**src/rtl/rcbi_pkg.sv**
```systemverilog
// ----------------------------------------------------------------------------
// rcbi_pkg
// Shared types and constants of the row cutter: register indexes, the
// blockage table entry and the sequencer states.
// ----------------------------------------------------------------------------
package rcbi_pkg;

    localparam int CoordW = 32;
    localparam int PitchW = 16;
    localparam int IdxW   = 6;
    localparam int CfgIdxW = 3;
    // remainder bits retired per cycle in the snap unit
    localparam int ModStep = 4;

    localparam logic [CfgIdxW-1:0] REG_ROW_LEFT    = 3'd0;
    localparam logic [CfgIdxW-1:0] REG_ROW_RIGHT   = 3'd1;
    localparam logic [CfgIdxW-1:0] REG_ROW_BOTTOM  = 3'd2;
    localparam logic [CfgIdxW-1:0] REG_ROW_TOP     = 3'd3;
    localparam logic [CfgIdxW-1:0] REG_GRID_ORIGIN = 3'd4;
    localparam logic [CfgIdxW-1:0] REG_SITE_PITCH  = 3'd5;

    typedef struct packed {
        logic signed [CoordW-1:0] lo;
        logic signed [CoordW-1:0] hi;
    } blk_t;

    typedef struct packed {
        logic signed [CoordW-1:0] seg_start;
        logic signed [CoordW-1:0] seg_end;
        logic [IdxW-1:0]          seg_index;
        logic                     row_empty;
    } seg_t;

    typedef enum logic [3:0] {
        ST_IDLE,
        ST_SNAP,
        ST_CLIP,
        ST_INS_CMP,
        ST_INS_PUT,
        ST_SW_RD,
        ST_SW_CHK,
        ST_SW_TAIL,
        ST_FIN
    } state_t;

endpackage

```
**src/rtl/rcbi_ram.sv**
```systemverilog
// ----------------------------------------------------------------------------
// rcbi_ram
// Generic single-write, single-read memory with registered read data.
// ----------------------------------------------------------------------------
module rcbi_ram #(
    parameter int WIDTH = 64,
    parameter int DEPTH = 32,
    parameter int AW    = (DEPTH > 1) ? $clog2(DEPTH) : 1
) (
    input  logic             clk,
    input  logic             we,
    input  logic [AW-1:0]    waddr,
    input  logic [WIDTH-1:0] wdata,
    input  logic             re,
    input  logic [AW-1:0]    raddr,
    output logic [WIDTH-1:0] rdata
);

    logic [WIDTH-1:0] mem [DEPTH];
    logic [WIDTH-1:0] rdata_reg;

    always_ff @(posedge clk)
    begin
        if (we)
        begin
            mem[waddr] <= wdata;
        end
        if (re)
        begin
            rdata_reg <= mem[raddr];
        end
    end

    assign rdata = rdata_reg;

endmodule

```
**src/rtl/rcbi_modu.sv**
```systemverilog
// ----------------------------------------------------------------------------
// rcbi_modu
// Multi-cycle floor remainder of two signed offsets by the site pitch,
// ModStep bits per cycle, both offsets in parallel.
// ----------------------------------------------------------------------------
module rcbi_modu import rcbi_pkg::*; (
    input  logic                     clk,
    input  logic                     rst_n,
    input  logic                     start,
    input  logic signed [CoordW+1:0] dl,
    input  logic signed [CoordW+1:0] dr,
    input  logic [PitchW-1:0]        pitch,
    output logic                     done,
    output logic [PitchW-1:0]        rl,
    output logic [PitchW-1:0]        rr
);

    localparam int Steps = CoordW / ModStep;
    localparam int CntW  = $clog2(Steps);

    logic [CoordW-1:0] ml_reg, ml_next, mr_reg, mr_next;
    logic [PitchW-1:0] reml_reg, reml_next, remr_reg, remr_next, p_reg;
    logic              negl_reg, negr_reg;
    logic [CntW-1:0]   cnt_reg;
    logic              busy_reg, done_reg;
    logic [CoordW+1:0] absl, absr;

    assign absl = dl[CoordW+1] ? -dl : dl;
    assign absr = dr[CoordW+1] ? -dr : dr;

    // restoring remainder, ModStep bits of the dividend per cycle
    always_comb
    begin
        logic [PitchW:0] t;
        ml_next   = ml_reg;
        mr_next   = mr_reg;
        reml_next = reml_reg;
        remr_next = remr_reg;
        for (int k = 0; k < ModStep; k++)
        begin
            t = {reml_next, ml_next[CoordW-1]};
            if (t >= {1'b0, p_reg})
            begin
                t = t - {1'b0, p_reg};
            end
            reml_next = t[PitchW-1:0];
            ml_next   = ml_next << 1;
            t = {remr_next, mr_next[CoordW-1]};
            if (t >= {1'b0, p_reg})
            begin
                t = t - {1'b0, p_reg};
            end
            remr_next = t[PitchW-1:0];
            mr_next   = mr_next << 1;
        end
    end

    always_ff @(posedge clk or negedge rst_n)
    begin
        if (!rst_n)
        begin
            busy_reg <= 1'b0;
            done_reg <= 1'b0;
            cnt_reg  <= '0;
        end
        else
        begin
            done_reg <= 1'b0;
            if (start)
            begin
                busy_reg <= 1'b1;
                cnt_reg  <= '0;
            end
            else if (busy_reg)
            begin
                cnt_reg <= cnt_reg + 1'b1;
                if (cnt_reg == CntW'(Steps - 1))
                begin
                    busy_reg <= 1'b0;
                    done_reg <= 1'b1;
                end
            end
        end
    end

    always_ff @(posedge clk)
    begin
        if (start)
        begin
            ml_reg   <= absl[CoordW-1:0];
            mr_reg   <= absr[CoordW-1:0];
            reml_reg <= '0;
            remr_reg <= '0;
            negl_reg <= dl[CoordW+1];
            negr_reg <= dr[CoordW+1];
            p_reg    <= (pitch == '0) ? PitchW'(1) : pitch;
        end
        else if (busy_reg)
        begin
            ml_reg   <= ml_next;
            mr_reg   <= mr_next;
            reml_reg <= reml_next;
            remr_reg <= remr_next;
        end
    end

    // negative offset with a remainder folds to the floor remainder
    assign rl   = (negl_reg && reml_reg != '0) ? p_reg - reml_reg : reml_reg;
    assign rr   = (negr_reg && remr_reg != '0) ? p_reg - remr_reg : remr_reg;
    assign done = done_reg;

endmodule

```
**src/rtl/row_cut_by_blockage_intervals.sv**
```systemverilog
// ----------------------------------------------------------------------------
// row_cut_by_blockage_intervals
// Collects snapped and clipped macro halo blockages of one row in a sorted
// table memory and, on the last item, sweeps it to emit the free segments.
// ----------------------------------------------------------------------------
//  channel | signals                                   | handshake
//  cfg     | cfg_we, cfg_index, cfg_wdata              | write when cfg_we
//  in      | halo_*, has_macro, last_macro             | in_valid / in_ready
//  out     | seg_*, row_empty, dropped, last_seg       | out_valid / out_ready
//
//  an item with no overlapping rectangle needs only the idle state; one that
//  overlaps waits in the snap state for the remainder unit, then is clipped;
//  an insert into a non-empty table moves each larger entry up, from the top down
//  the sweep reads one table entry per cycle while the output is not stalled
//  reset clears the control state and the count; the table needs no clearing
//  a stalled output holds the sweep in place; the result register frees input
//
module row_cut_by_blockage_intervals import rcbi_pkg::*; #(
    parameter int MAX_BLOCKAGES = 32
) (
    input  logic                      clk,
    input  logic                      rst_n,
    input  logic                      cfg_we,
    input  logic [CfgIdxW-1:0]        cfg_index,
    input  logic [CoordW-1:0]         cfg_wdata,
    input  logic                      in_valid,
    output logic                      in_ready,
    input  logic signed [CoordW-1:0]  halo_left,
    input  logic signed [CoordW-1:0]  halo_bottom,
    input  logic signed [CoordW-1:0]  halo_right,
    input  logic signed [CoordW-1:0]  halo_top,
    input  logic                      has_macro,
    input  logic                      last_macro,
    output logic                      out_valid,
    input  logic                      out_ready,
    output logic signed [CoordW-1:0]  seg_start,
    output logic signed [CoordW-1:0]  seg_end,
    output logic [IdxW-1:0]           seg_index,
    output logic                      row_empty,
    output logic                      dropped,
    output logic                      last_seg
);

    localparam int AW = (MAX_BLOCKAGES > 1) ? $clog2(MAX_BLOCKAGES) : 1;
    localparam int CW = $clog2(MAX_BLOCKAGES + 1);

    // configuration
    logic signed [CoordW-1:0] row_left_reg, row_right_reg, row_bottom_reg;
    logic signed [CoordW-1:0] row_top_reg, grid_origin_reg;
    logic [PitchW-1:0]        site_pitch_reg;

    always_ff @(posedge clk or negedge rst_n)
    begin
        if (!rst_n)
        begin
            row_left_reg    <= '0;
            row_right_reg   <= '0;
            row_bottom_reg  <= '0;
            row_top_reg     <= '0;
            grid_origin_reg <= '0;
            site_pitch_reg  <= PitchW'(1);
        end
        else if (cfg_we)
        begin
            unique case (cfg_index)
                REG_ROW_LEFT:    row_left_reg    <= cfg_wdata;
                REG_ROW_RIGHT:   row_right_reg   <= cfg_wdata;
                REG_ROW_BOTTOM:  row_bottom_reg  <= cfg_wdata;
                REG_ROW_TOP:     row_top_reg     <= cfg_wdata;
                REG_GRID_ORIGIN: grid_origin_reg <= cfg_wdata;
                REG_SITE_PITCH:  site_pitch_reg  <= cfg_wdata[PitchW-1:0];
                default: ;
            endcase
        end
    end

    // state
    state_t                   state_reg, state_next;
    logic [CW-1:0]            count_reg, count_next;
    logic                     ovf_reg, ovf_next;
    logic                     last_reg, last_next;
    logic signed [CoordW-1:0] hl_reg, hr_reg;
    blk_t                     blk_reg, blk_next;
    logic [AW-1:0]            ptr_reg, ptr_next;
    logic signed [CoordW-1:0] cur_reg, cur_next;
    logic [IdxW-1:0]          idx_reg, idx_next;
    seg_t                     pend_reg, pend_next;
    logic                     pend_v_reg, pend_v_next;
    seg_t                     out_reg, out_next;
    logic                     out_v_reg, out_v_next;
    logic                     out_dr_reg, out_dr_next, out_last_reg, out_last_next;

    // memory and snap unit
    logic          ram_we, ram_re;
    logic [AW-1:0] ram_waddr, ram_raddr;
    blk_t          ram_wdata, ram_rdata;
    logic          mod_start, mod_done;
    logic [PitchW-1:0] mod_rl, mod_rr, pitch_eff;

    rcbi_ram #(
        .WIDTH($bits(blk_t)),
        .DEPTH(MAX_BLOCKAGES),
        .AW   (AW)
    ) u_table (
        .clk  (clk),
        .we   (ram_we),
        .waddr(ram_waddr),
        .wdata(ram_wdata),
        .re   (ram_re),
        .raddr(ram_raddr),
        .rdata(ram_rdata)
    );

    rcbi_modu u_modu (
        .clk  (clk),
        .rst_n(rst_n),
        .start(mod_start),
        .dl   ((CoordW+2)'(halo_left) - (CoordW+2)'(grid_origin_reg)),
        .dr   ((CoordW+2)'(halo_right) - (CoordW+2)'(grid_origin_reg)),
        .pitch(site_pitch_reg),
        .done (mod_done),
        .rl   (mod_rl),
        .rr   (mod_rr)
    );

    assign pitch_eff = (site_pitch_reg == '0) ? PitchW'(1) : site_pitch_reg;

    logic accept, overlap, out_free, can_push;
    logic signed [CoordW+1:0] s_snap, e_snap;
    logic signed [CoordW-1:0] s_clip, e_clip;
    logic skip, need_emit, at_end;

    assign in_ready = (state_reg == ST_IDLE);
    assign accept   = in_valid && in_ready;
    assign overlap  = has_macro && (halo_top > row_bottom_reg)
                      && (halo_bottom < row_top_reg);
    assign out_free = !out_v_reg || out_ready;
    assign can_push = !pend_v_reg || out_free;

    // snap outward then clip to the row
    assign s_snap = (CoordW+2)'(hl_reg) - (CoordW+2)'(mod_rl);
    assign e_snap = (CoordW+2)'(hr_reg)
                    + ((mod_rr == '0) ? '0 : (CoordW+2)'(pitch_eff - mod_rr));
    assign s_clip = (s_snap < (CoordW+2)'(row_left_reg)) ? row_left_reg
                    : s_snap[CoordW-1:0];
    assign e_clip = (e_snap > (CoordW+2)'(row_right_reg)) ? row_right_reg
                    : e_snap[CoordW-1:0];

    assign skip      = ram_rdata.hi <= cur_reg;
    assign need_emit = !skip && (ram_rdata.lo > cur_reg);
    assign at_end    = (CW'(ptr_reg) + 1'b1) == count_reg;

    // next state
    always_comb
    begin
        state_next = state_reg;
        unique case (state_reg)
            ST_IDLE:
            begin
                if (accept)
                begin
                    if (overlap)
                        state_next = ST_SNAP;
                    else if (last_macro)
                        state_next = ST_SW_RD;
                end
            end
            ST_SNAP:
            begin
                if (mod_done)
                    state_next = ST_CLIP;
            end
            ST_CLIP:
            begin
                if (s_clip < e_clip && count_reg < CW'(MAX_BLOCKAGES)
                    && count_reg != '0)
                    state_next = ST_INS_CMP;
                else
                    state_next = last_reg ? ST_SW_RD : ST_IDLE;
            end
            ST_INS_CMP:
            begin
                if (ram_rdata.lo > blk_reg.lo && ptr_reg == '0)
                    state_next = ST_INS_PUT;
                else if (!(ram_rdata.lo > blk_reg.lo))
                    state_next = last_reg ? ST_SW_RD : ST_IDLE;
            end
            ST_INS_PUT:
            begin
                state_next = last_reg ? ST_SW_RD : ST_IDLE;
            end
            ST_SW_RD:
            begin
                state_next = (count_reg == '0) ? ST_FIN : ST_SW_CHK;
            end
            ST_SW_CHK:
            begin
                if (!(need_emit && !can_push))
                begin
                    if (!skip && ram_rdata.hi >= row_right_reg)
                        state_next = ST_FIN;
                    else if (at_end)
                        state_next = ST_SW_TAIL;
                end
            end
            ST_SW_TAIL:
            begin
                if (!(cur_reg < row_right_reg) || can_push)
                    state_next = ST_FIN;
            end
            ST_FIN:
            begin
                if (out_free)
                    state_next = ST_IDLE;
            end
            default: state_next = ST_IDLE;
        endcase
    end

    // datapath and memory control
    always_comb
    begin
        seg_t nseg;
        logic push;
        count_next    = count_reg;
        ovf_next      = ovf_reg;
        last_next     = last_reg;
        blk_next      = blk_reg;
        ptr_next      = ptr_reg;
        cur_next      = cur_reg;
        idx_next      = idx_reg;
        pend_next     = pend_reg;
        pend_v_next   = pend_v_reg;
        out_next      = out_reg;
        out_v_next    = out_v_reg && !out_ready;
        out_dr_next   = out_dr_reg;
        out_last_next = out_last_reg;
        ram_we        = 1'b0;
        ram_waddr     = '0;
        ram_wdata     = blk_reg;
        ram_re        = 1'b0;
        ram_raddr     = '0;
        mod_start     = 1'b0;
        push          = 1'b0;
        nseg          = '{seg_start: cur_reg, seg_end: row_right_reg,
                          seg_index: idx_reg, row_empty: 1'b0};

        unique case (state_reg)
            ST_IDLE:
            begin
                if (accept)
                begin
                    last_next = last_macro;
                    mod_start = overlap;
                end
            end
            ST_SNAP: ;
            ST_CLIP:
            begin
                blk_next = '{lo: s_clip, hi: e_clip};
                if (s_clip < e_clip)
                begin
                    if (count_reg >= CW'(MAX_BLOCKAGES))
                        ovf_next = 1'b1;
                    else if (count_reg == '0)
                    begin
                        ram_we     = 1'b1;
                        ram_waddr  = '0;
                        ram_wdata  = '{lo: s_clip, hi: e_clip};
                        count_next = CW'(1);
                    end
                    else
                    begin
                        // walk down from the top entry
                        ptr_next  = AW'(count_reg - 1'b1);
                        ram_re    = 1'b1;
                        ram_raddr = AW'(count_reg - 1'b1);
                    end
                end
            end
            ST_INS_CMP:
            begin
                ram_we    = 1'b1;
                ram_waddr = ptr_reg + 1'b1;
                if (ram_rdata.lo > blk_reg.lo)
                begin
                    ram_wdata = ram_rdata;
                    if (ptr_reg != '0)
                    begin
                        ptr_next  = ptr_reg - 1'b1;
                        ram_re    = 1'b1;
                        ram_raddr = ptr_reg - 1'b1;
                    end
                end
                else
                begin
                    ram_wdata  = blk_reg;
                    count_next = count_reg + 1'b1;
                end
            end
            ST_INS_PUT:
            begin
                ram_we     = 1'b1;
                ram_waddr  = '0;
                ram_wdata  = blk_reg;
                count_next = count_reg + 1'b1;
            end
            ST_SW_RD:
            begin
                cur_next = row_left_reg;
                idx_next = '0;
                ptr_next = '0;
                if (count_reg == '0)
                begin
                    pend_next   = '{seg_start: row_left_reg, seg_end: row_right_reg,
                                    seg_index: '0, row_empty: 1'b0};
                    pend_v_next = 1'b1;
                end
                else
                begin
                    ram_re    = 1'b1;
                    ram_raddr = '0;
                end
            end
            ST_SW_CHK:
            begin
                if (!(need_emit && !can_push))
                begin
                    if (need_emit)
                    begin
                        push          = 1'b1;
                        nseg.seg_end  = ram_rdata.lo;
                        idx_next      = idx_reg + 1'b1;
                    end
                    if (!skip)
                        cur_next = ram_rdata.hi;
                    if ((skip || ram_rdata.hi < row_right_reg) && !at_end)
                    begin
                        ptr_next  = ptr_reg + 1'b1;
                        ram_re    = 1'b1;
                        ram_raddr = ptr_reg + 1'b1;
                    end
                end
            end
            ST_SW_TAIL:
            begin
                if (cur_reg < row_right_reg && can_push)
                    push = 1'b1;
            end
            ST_FIN:
            begin
                if (out_free)
                begin
                    out_next      = pend_v_reg ? pend_reg
                                    : '{seg_start: '0, seg_end: '0,
                                        seg_index: '0, row_empty: 1'b1};
                    out_v_next    = 1'b1;
                    out_dr_next   = ovf_reg;
                    out_last_next = 1'b1;
                    pend_v_next   = 1'b0;
                    count_next    = '0;
                    ovf_next      = 1'b0;
                end
            end
            default: ;
        endcase

        // a new segment pushes the held one out, so last_seg is known in time
        if (push)
        begin
            if (pend_v_reg)
            begin
                out_next      = pend_reg;
                out_v_next    = 1'b1;
                out_dr_next   = ovf_reg;
                out_last_next = 1'b0;
            end
            pend_next   = nseg;
            pend_v_next = 1'b1;
        end
    end

    always_ff @(posedge clk or negedge rst_n)
    begin
        if (!rst_n)
        begin
            state_reg  <= ST_IDLE;
            count_reg  <= '0;
            ovf_reg    <= 1'b0;
            pend_v_reg <= 1'b0;
            out_v_reg  <= 1'b0;
        end
        else
        begin
            state_reg  <= state_next;
            count_reg  <= count_next;
            ovf_reg    <= ovf_next;
            pend_v_reg <= pend_v_next;
            out_v_reg  <= out_v_next;
        end
    end

    always_ff @(posedge clk)
    begin
        if (accept)
        begin
            hl_reg <= halo_left;
            hr_reg <= halo_right;
        end
        last_reg     <= last_next;
        blk_reg      <= blk_next;
        ptr_reg      <= ptr_next;
        cur_reg      <= cur_next;
        idx_reg      <= idx_next;
        pend_reg     <= pend_next;
        out_reg      <= out_next;
        out_dr_reg   <= out_dr_next;
        out_last_reg <= out_last_next;
    end

    assign out_valid = out_v_reg;
    assign seg_start = out_reg.seg_start;
    assign seg_end   = out_reg.seg_end;
    assign seg_index = out_reg.seg_index;
    assign row_empty = out_reg.row_empty;
    assign dropped   = out_dr_reg;
    assign last_seg  = out_last_reg;

    a_count_bound: assert property (@(posedge clk) disable iff (!rst_n)
        count_reg <= CW'(MAX_BLOCKAGES))
        else $error("blockage count above table capacity");

    a_idle_no_pend: assert property (@(posedge clk) disable iff (!rst_n)
        state_reg == ST_IDLE |-> !pend_v_reg)
        else $error("segment left held after the sweep");

    a_mod_done: assert property (@(posedge clk) disable iff (!rst_n)
        mod_done |-> state_reg == ST_SNAP)
        else $error("snap unit finished outside its wait state");

    a_ins_write: assert property (@(posedge clk) disable iff (!rst_n)
        (ram_we && state_reg == ST_INS_CMP) |-> (CW'(ram_waddr) <= count_reg))
        else $error("insert write beyond the filled part of the table");

endmodule
```
**config.mk**
```make
export PLATFORM = sky130hd
export DESIGN_NAME = row_cut_by_blockage_intervals
export DESIGN_NICKNAME = d
export VERILOG_FILES = /design/src/rtl/rcbi_pkg.sv /design/src/rtl/rcbi_ram.sv /design/src/rtl/rcbi_modu.sv /design/src/rtl/row_cut_by_blockage_intervals.sv
export SDC_FILE = /design/constraint.sdc
export NUM_CORES = 2
export LEC_CHECK = 0
export ABC_AREA = 1
export BUFFER_PORTS_ARGS = -buffer_cell sky130_fd_sc_hd__buf_2
export CAP_MARGIN = 0
export CORE_ASPECT_RATIO = 0.9
export CORE_MARGIN = 2
export CORE_UTILIZATION = 35
export CTS_CLUSTER_SIZE = 28
export DETAILED_ROUTE_END_ITERATION = 8
export PLACE_DENSITY = 0.46
export SLEW_MARGIN = 15
export SYNTH_ARGS = -nofsm -noshare
export SYNTH_HDL_FRONTEND = slang
export SYNTH_SLANG_ARGS = --single-unit
```
**constraint.sdc**
```tcl
create_clock -name clk -period 26.6 [get_ports clk]
set_clock_uncertainty 0.1 [all_clocks]
set_input_delay 1.33 -clock clk [delete_from_list [all_inputs] [get_ports clk]]
set_output_delay 1.33 -clock clk [all_outputs]
set_load 0.02 [all_outputs]
```
==> run summary <==
The flow ran to the end, and the final reports show no timing, DRC or antenna violations. The via total after detailed routing came out at 104000. After detailed routing, the total wire length is 514000 µm. Counting flops and latches in the post-synthesis netlist gives 2735. The clock period could shrink to 17.26 ns. Clock root buffer master: clkbuf_16. For the pin with the worst max-slew slack, the measured transition is 1.39 ns.

The count of flip-flops with a built-in enable after synthesis came out at 2436. For the count of pins over their slew limit, the log shows 0. After detailed routing, the number of remaining DRC violations is 0. Final global-route overflow total: 0. The height of the die came out at 592 µm. Slowest cell on the critical path: buf_4. Number of optimization iterations in the first detailed-route pass: 6. Across all register-to-register paths, the minimum setup slack is 9.34 ns. The setup path with the least slack is of type flop to flop.

The die covers 389000 µm². Width of the chip: 658 µm. Clock-pin slew was measured on the worst setup and hold paths at 0.06 ns.

The logs give 97700 for the via count of the first global-routing pass and 319000 µm for the placed wire-length estimate after detailed placement. Entering global routing, the biggest net connects 209 pins. The tools report the post-detailed-route count of antenna-violating nets as 0. Of all nets on the critical path, the largest fanout is 139. For this run, the slowest stage of the critical path takes 0.96 ns. For this run, the top clock speed supported by timing is 57.9 MHz. At the worst endpoint, the required time is 27.29 ns. The first global-routing pass estimated 728000 µm of wire. The logs give 0.595 for the sequential share of the synthesized area and 37400 for the filler cell count in the final layout. Type of the worst min-delay path: input port to asynchronous set/reset pin.

The final count of negative-setup-slack endpoints is 0. After detailed placement, the design holds a cell count of 18000. The register area came out at 80100 µm².

After floorplanning, the core was sized to cover 384000 µm². In this run the post-CTS setup repair buffer count came out at 0. The layout overhead on the synthesized area is 12.4%, and the fraction of synthesized cell area in xor and xnor cells is 0.0202. The share of the cycle needed by the critical path after routing was 0.649.

TritonCTS built the clock tree. For the DRC marker count from the first detailed-route iteration, the log shows 11500. Setup repair after global routing left no endpoint under its margin. Summed instance area of the synthesized netlist: 135000 µm².

The multiplexer fraction of the synthesized cell area came out at 0.0000744. The post-synthesis cell type with the largest combined area was edfxtp_1. The clock tree buffer depth was 4; the number of warnings printed during yosys synthesis was 0. The combinational family with the most area after synthesis was simple AND/OR/NAND/NOR gates. Average cell area after synthesis: 10.3 µm².

For the worst setup path, the data arrival time is 17.95 ns. By area the synthesized netlist is led by edfxtp_1 54%, nand3_1 12%, nand2_1 6.8%. The tools report the combined global-route utilization of all metal layers as 0.255. The most numerous cell type found on the critical path is nand2_1. The total of hold buffers inserted after clock tree synthesis came out at 0.

Fraction of final layout cells with drive strength greater than 1: 0.0788. The post-synthesis share of cell area spent on full adders, half adders and majority gates came out at 0.0593. The wire length per cell came out at 27.7 µm. The count of cells in the finished layout, fillers not included, comes to 18600. Number of gates resized after cts: 0. The worst setup path is launched from a flop.

The proportion of netlist area held by the largest area contributor works out to 0.544. The share of synthesized cell area in and, or, nand and nor gates came out at 0.208. Clock latency on the worst-skew pair, taken at its later pin, is 0.94 ns. The synthesized-area fraction occupied by ao, oa, aoi and oai cells was 0.0667; the flip-flop count of the largest register after layout was 2048. Among all flip-flop cells after synthesis, the most frequent one is edfxtp_1.

Clock tree synthesis found a total of 2735 sinks. The logs give 0.0627 for the worst-case headroom to the max-slew limit and 72 for the count of cell types in the netlist. The logs give 0 for the total count of hold-check failures in the final report and 0 for the number of maximum-capacitance constraint violations.

Dividing the detail-routed via count by the number of cells gives 5.61. The total negative setup slack is 0 ns, and the layout net count is 14000. At the end of routability-driven placement, the weighted congestion stood at 0.941.

The number of port buffers works out to 244. Synthesis produced a netlist whose cell count is 13100. The fraction of synthesis flops using an asynchronous set or reset pin is 0.0709, and the area of the multi-input gates is 48300 µm².

The net count after synthesis is 13900, and the total CTS buffers is 312. The logs give 0.351 for the initial core utilization and 245 for the top-level port count. After floorplanning, the core was divided into 216 placement rows. The initial antenna violation count is 44, and the H-tree depth is 5. Endpoint kind of the worst setup timing path: a flop.
[synthesized netlist by cell type (27+ instances only)]
master / n
a21oi_1: 477
nor3_1: 60
nand3_1: 3171
a22oi_1: 54
clkbuf_1: 290
buf_2: 347
nand4_1: 64
xnor2_1: 100
o221ai_1: 27
dfrtp_1: 193
dfxtp_1: 105
a32o_1: 69
o21ai_1: 36
a31oi_1: 27
o211ai_1: 52
edfxtp_1: 2436
ha_1: 614
inv_1: 870
nor2_1: 405
nand2_1: 2436
xor2_1: 211
o21ai_0: 667
nor4_1: 39
or2_2: 32
buf_1: 71
[metrics by stage]
step	hold WS [ns]	util	area (µm²)	setup slack, ns
after CTS	0.357	0.394	151000	9.51
after floorplan	0.332	-	135000	13.30
after global routing	0.352	0.394	151000	7.80
final	0.293	0.394	151000	9.34
after detailed placement	0.340	0.368	141000	9.55
after global placement	0.337	0.368	141000	9.61
[final timing paths]
check	cells after the start	end	startpoint
hold reg to reg	1	seg_start[24]	pend_reg[63]
hold / removal	1	count_reg[5]	rst_n
min in group clk	1	seg_start[24]	pend_reg[63]
setup / recovery	82	u_table.rdata[25]	u_modu.p_reg[1]
setup reg to reg	82	u_table.rdata[25]	u_modu.p_reg[1]
max in group asynchronous	2	row_top_reg[22]	rst_n
[logic make-up after synthesis]
kind of cell / after synthesis
muxes: 1
and+or+nand+nor: 6254
buffers and inverters: 1634
xor gates and xnor gates: 311
adders and majority gates: 629
AOI/OAI and AO/OA: 1557
DFF: 2735
[critical path: cells and delay by family (launching register included)]
family | cells | cell delay, ns
flops | 1 | 0.60
buf+inv | 10 | 4.97
compound gates | 17 | 3.19
fa+ha+maj | 4 | 1.70
simple gates | 50 | 6.14
xor+xnor | 1 | 0.12
[final cells by class]
type                            count  share of cell area
Multi-Input combinational cell   8752               0.319
Tap cell                         5123              0.0424
Clock inverter                    153             0.00886
Sequential cell                  2735               0.530
Inverter                          889              0.0222
Timing Repair Buffer              487              0.0213
Clock buffer                      413              0.0563
Antenna cell                        9            0.000149
[per-layer routing]
| metal | track usage | part of all wire |
|---|---|---|
| met5 | 0 | 0.000031 |
| met4 | 0.0643 | 0.026 |
| met1 | 0.373 | 0.45 |
| met3 | 0.0331 | 0.073 |
| met2 | 0.401 | 0.45 |
[placed cells by master, fill, tap and decap left out, drive strengths merged, types with 32 or more instances in the layout]
cell    Yosys  routed
a32o       69      69
nor3       60      60
buf       448     487
inv       881     892
nor2      412     412
or2        32      32
xor2      211     211
edfxtp   2436    2436
clkbuf    297     413
nor4       39      39
o21ai     705     705
nand4      64      64
a22oi      54      54
nand3    3174    3174
ha        614     614
dfrtp     193     193
xnor2     100     100
o211ai     52      52
dfxtp     105     105
nand2    2441    2441
clkinv      8     126
a21oi     478     478
Power is left out: the tool's default activity adds up to more than one toggle a clock period on the data nets, which glitch-free logic cannot reach.
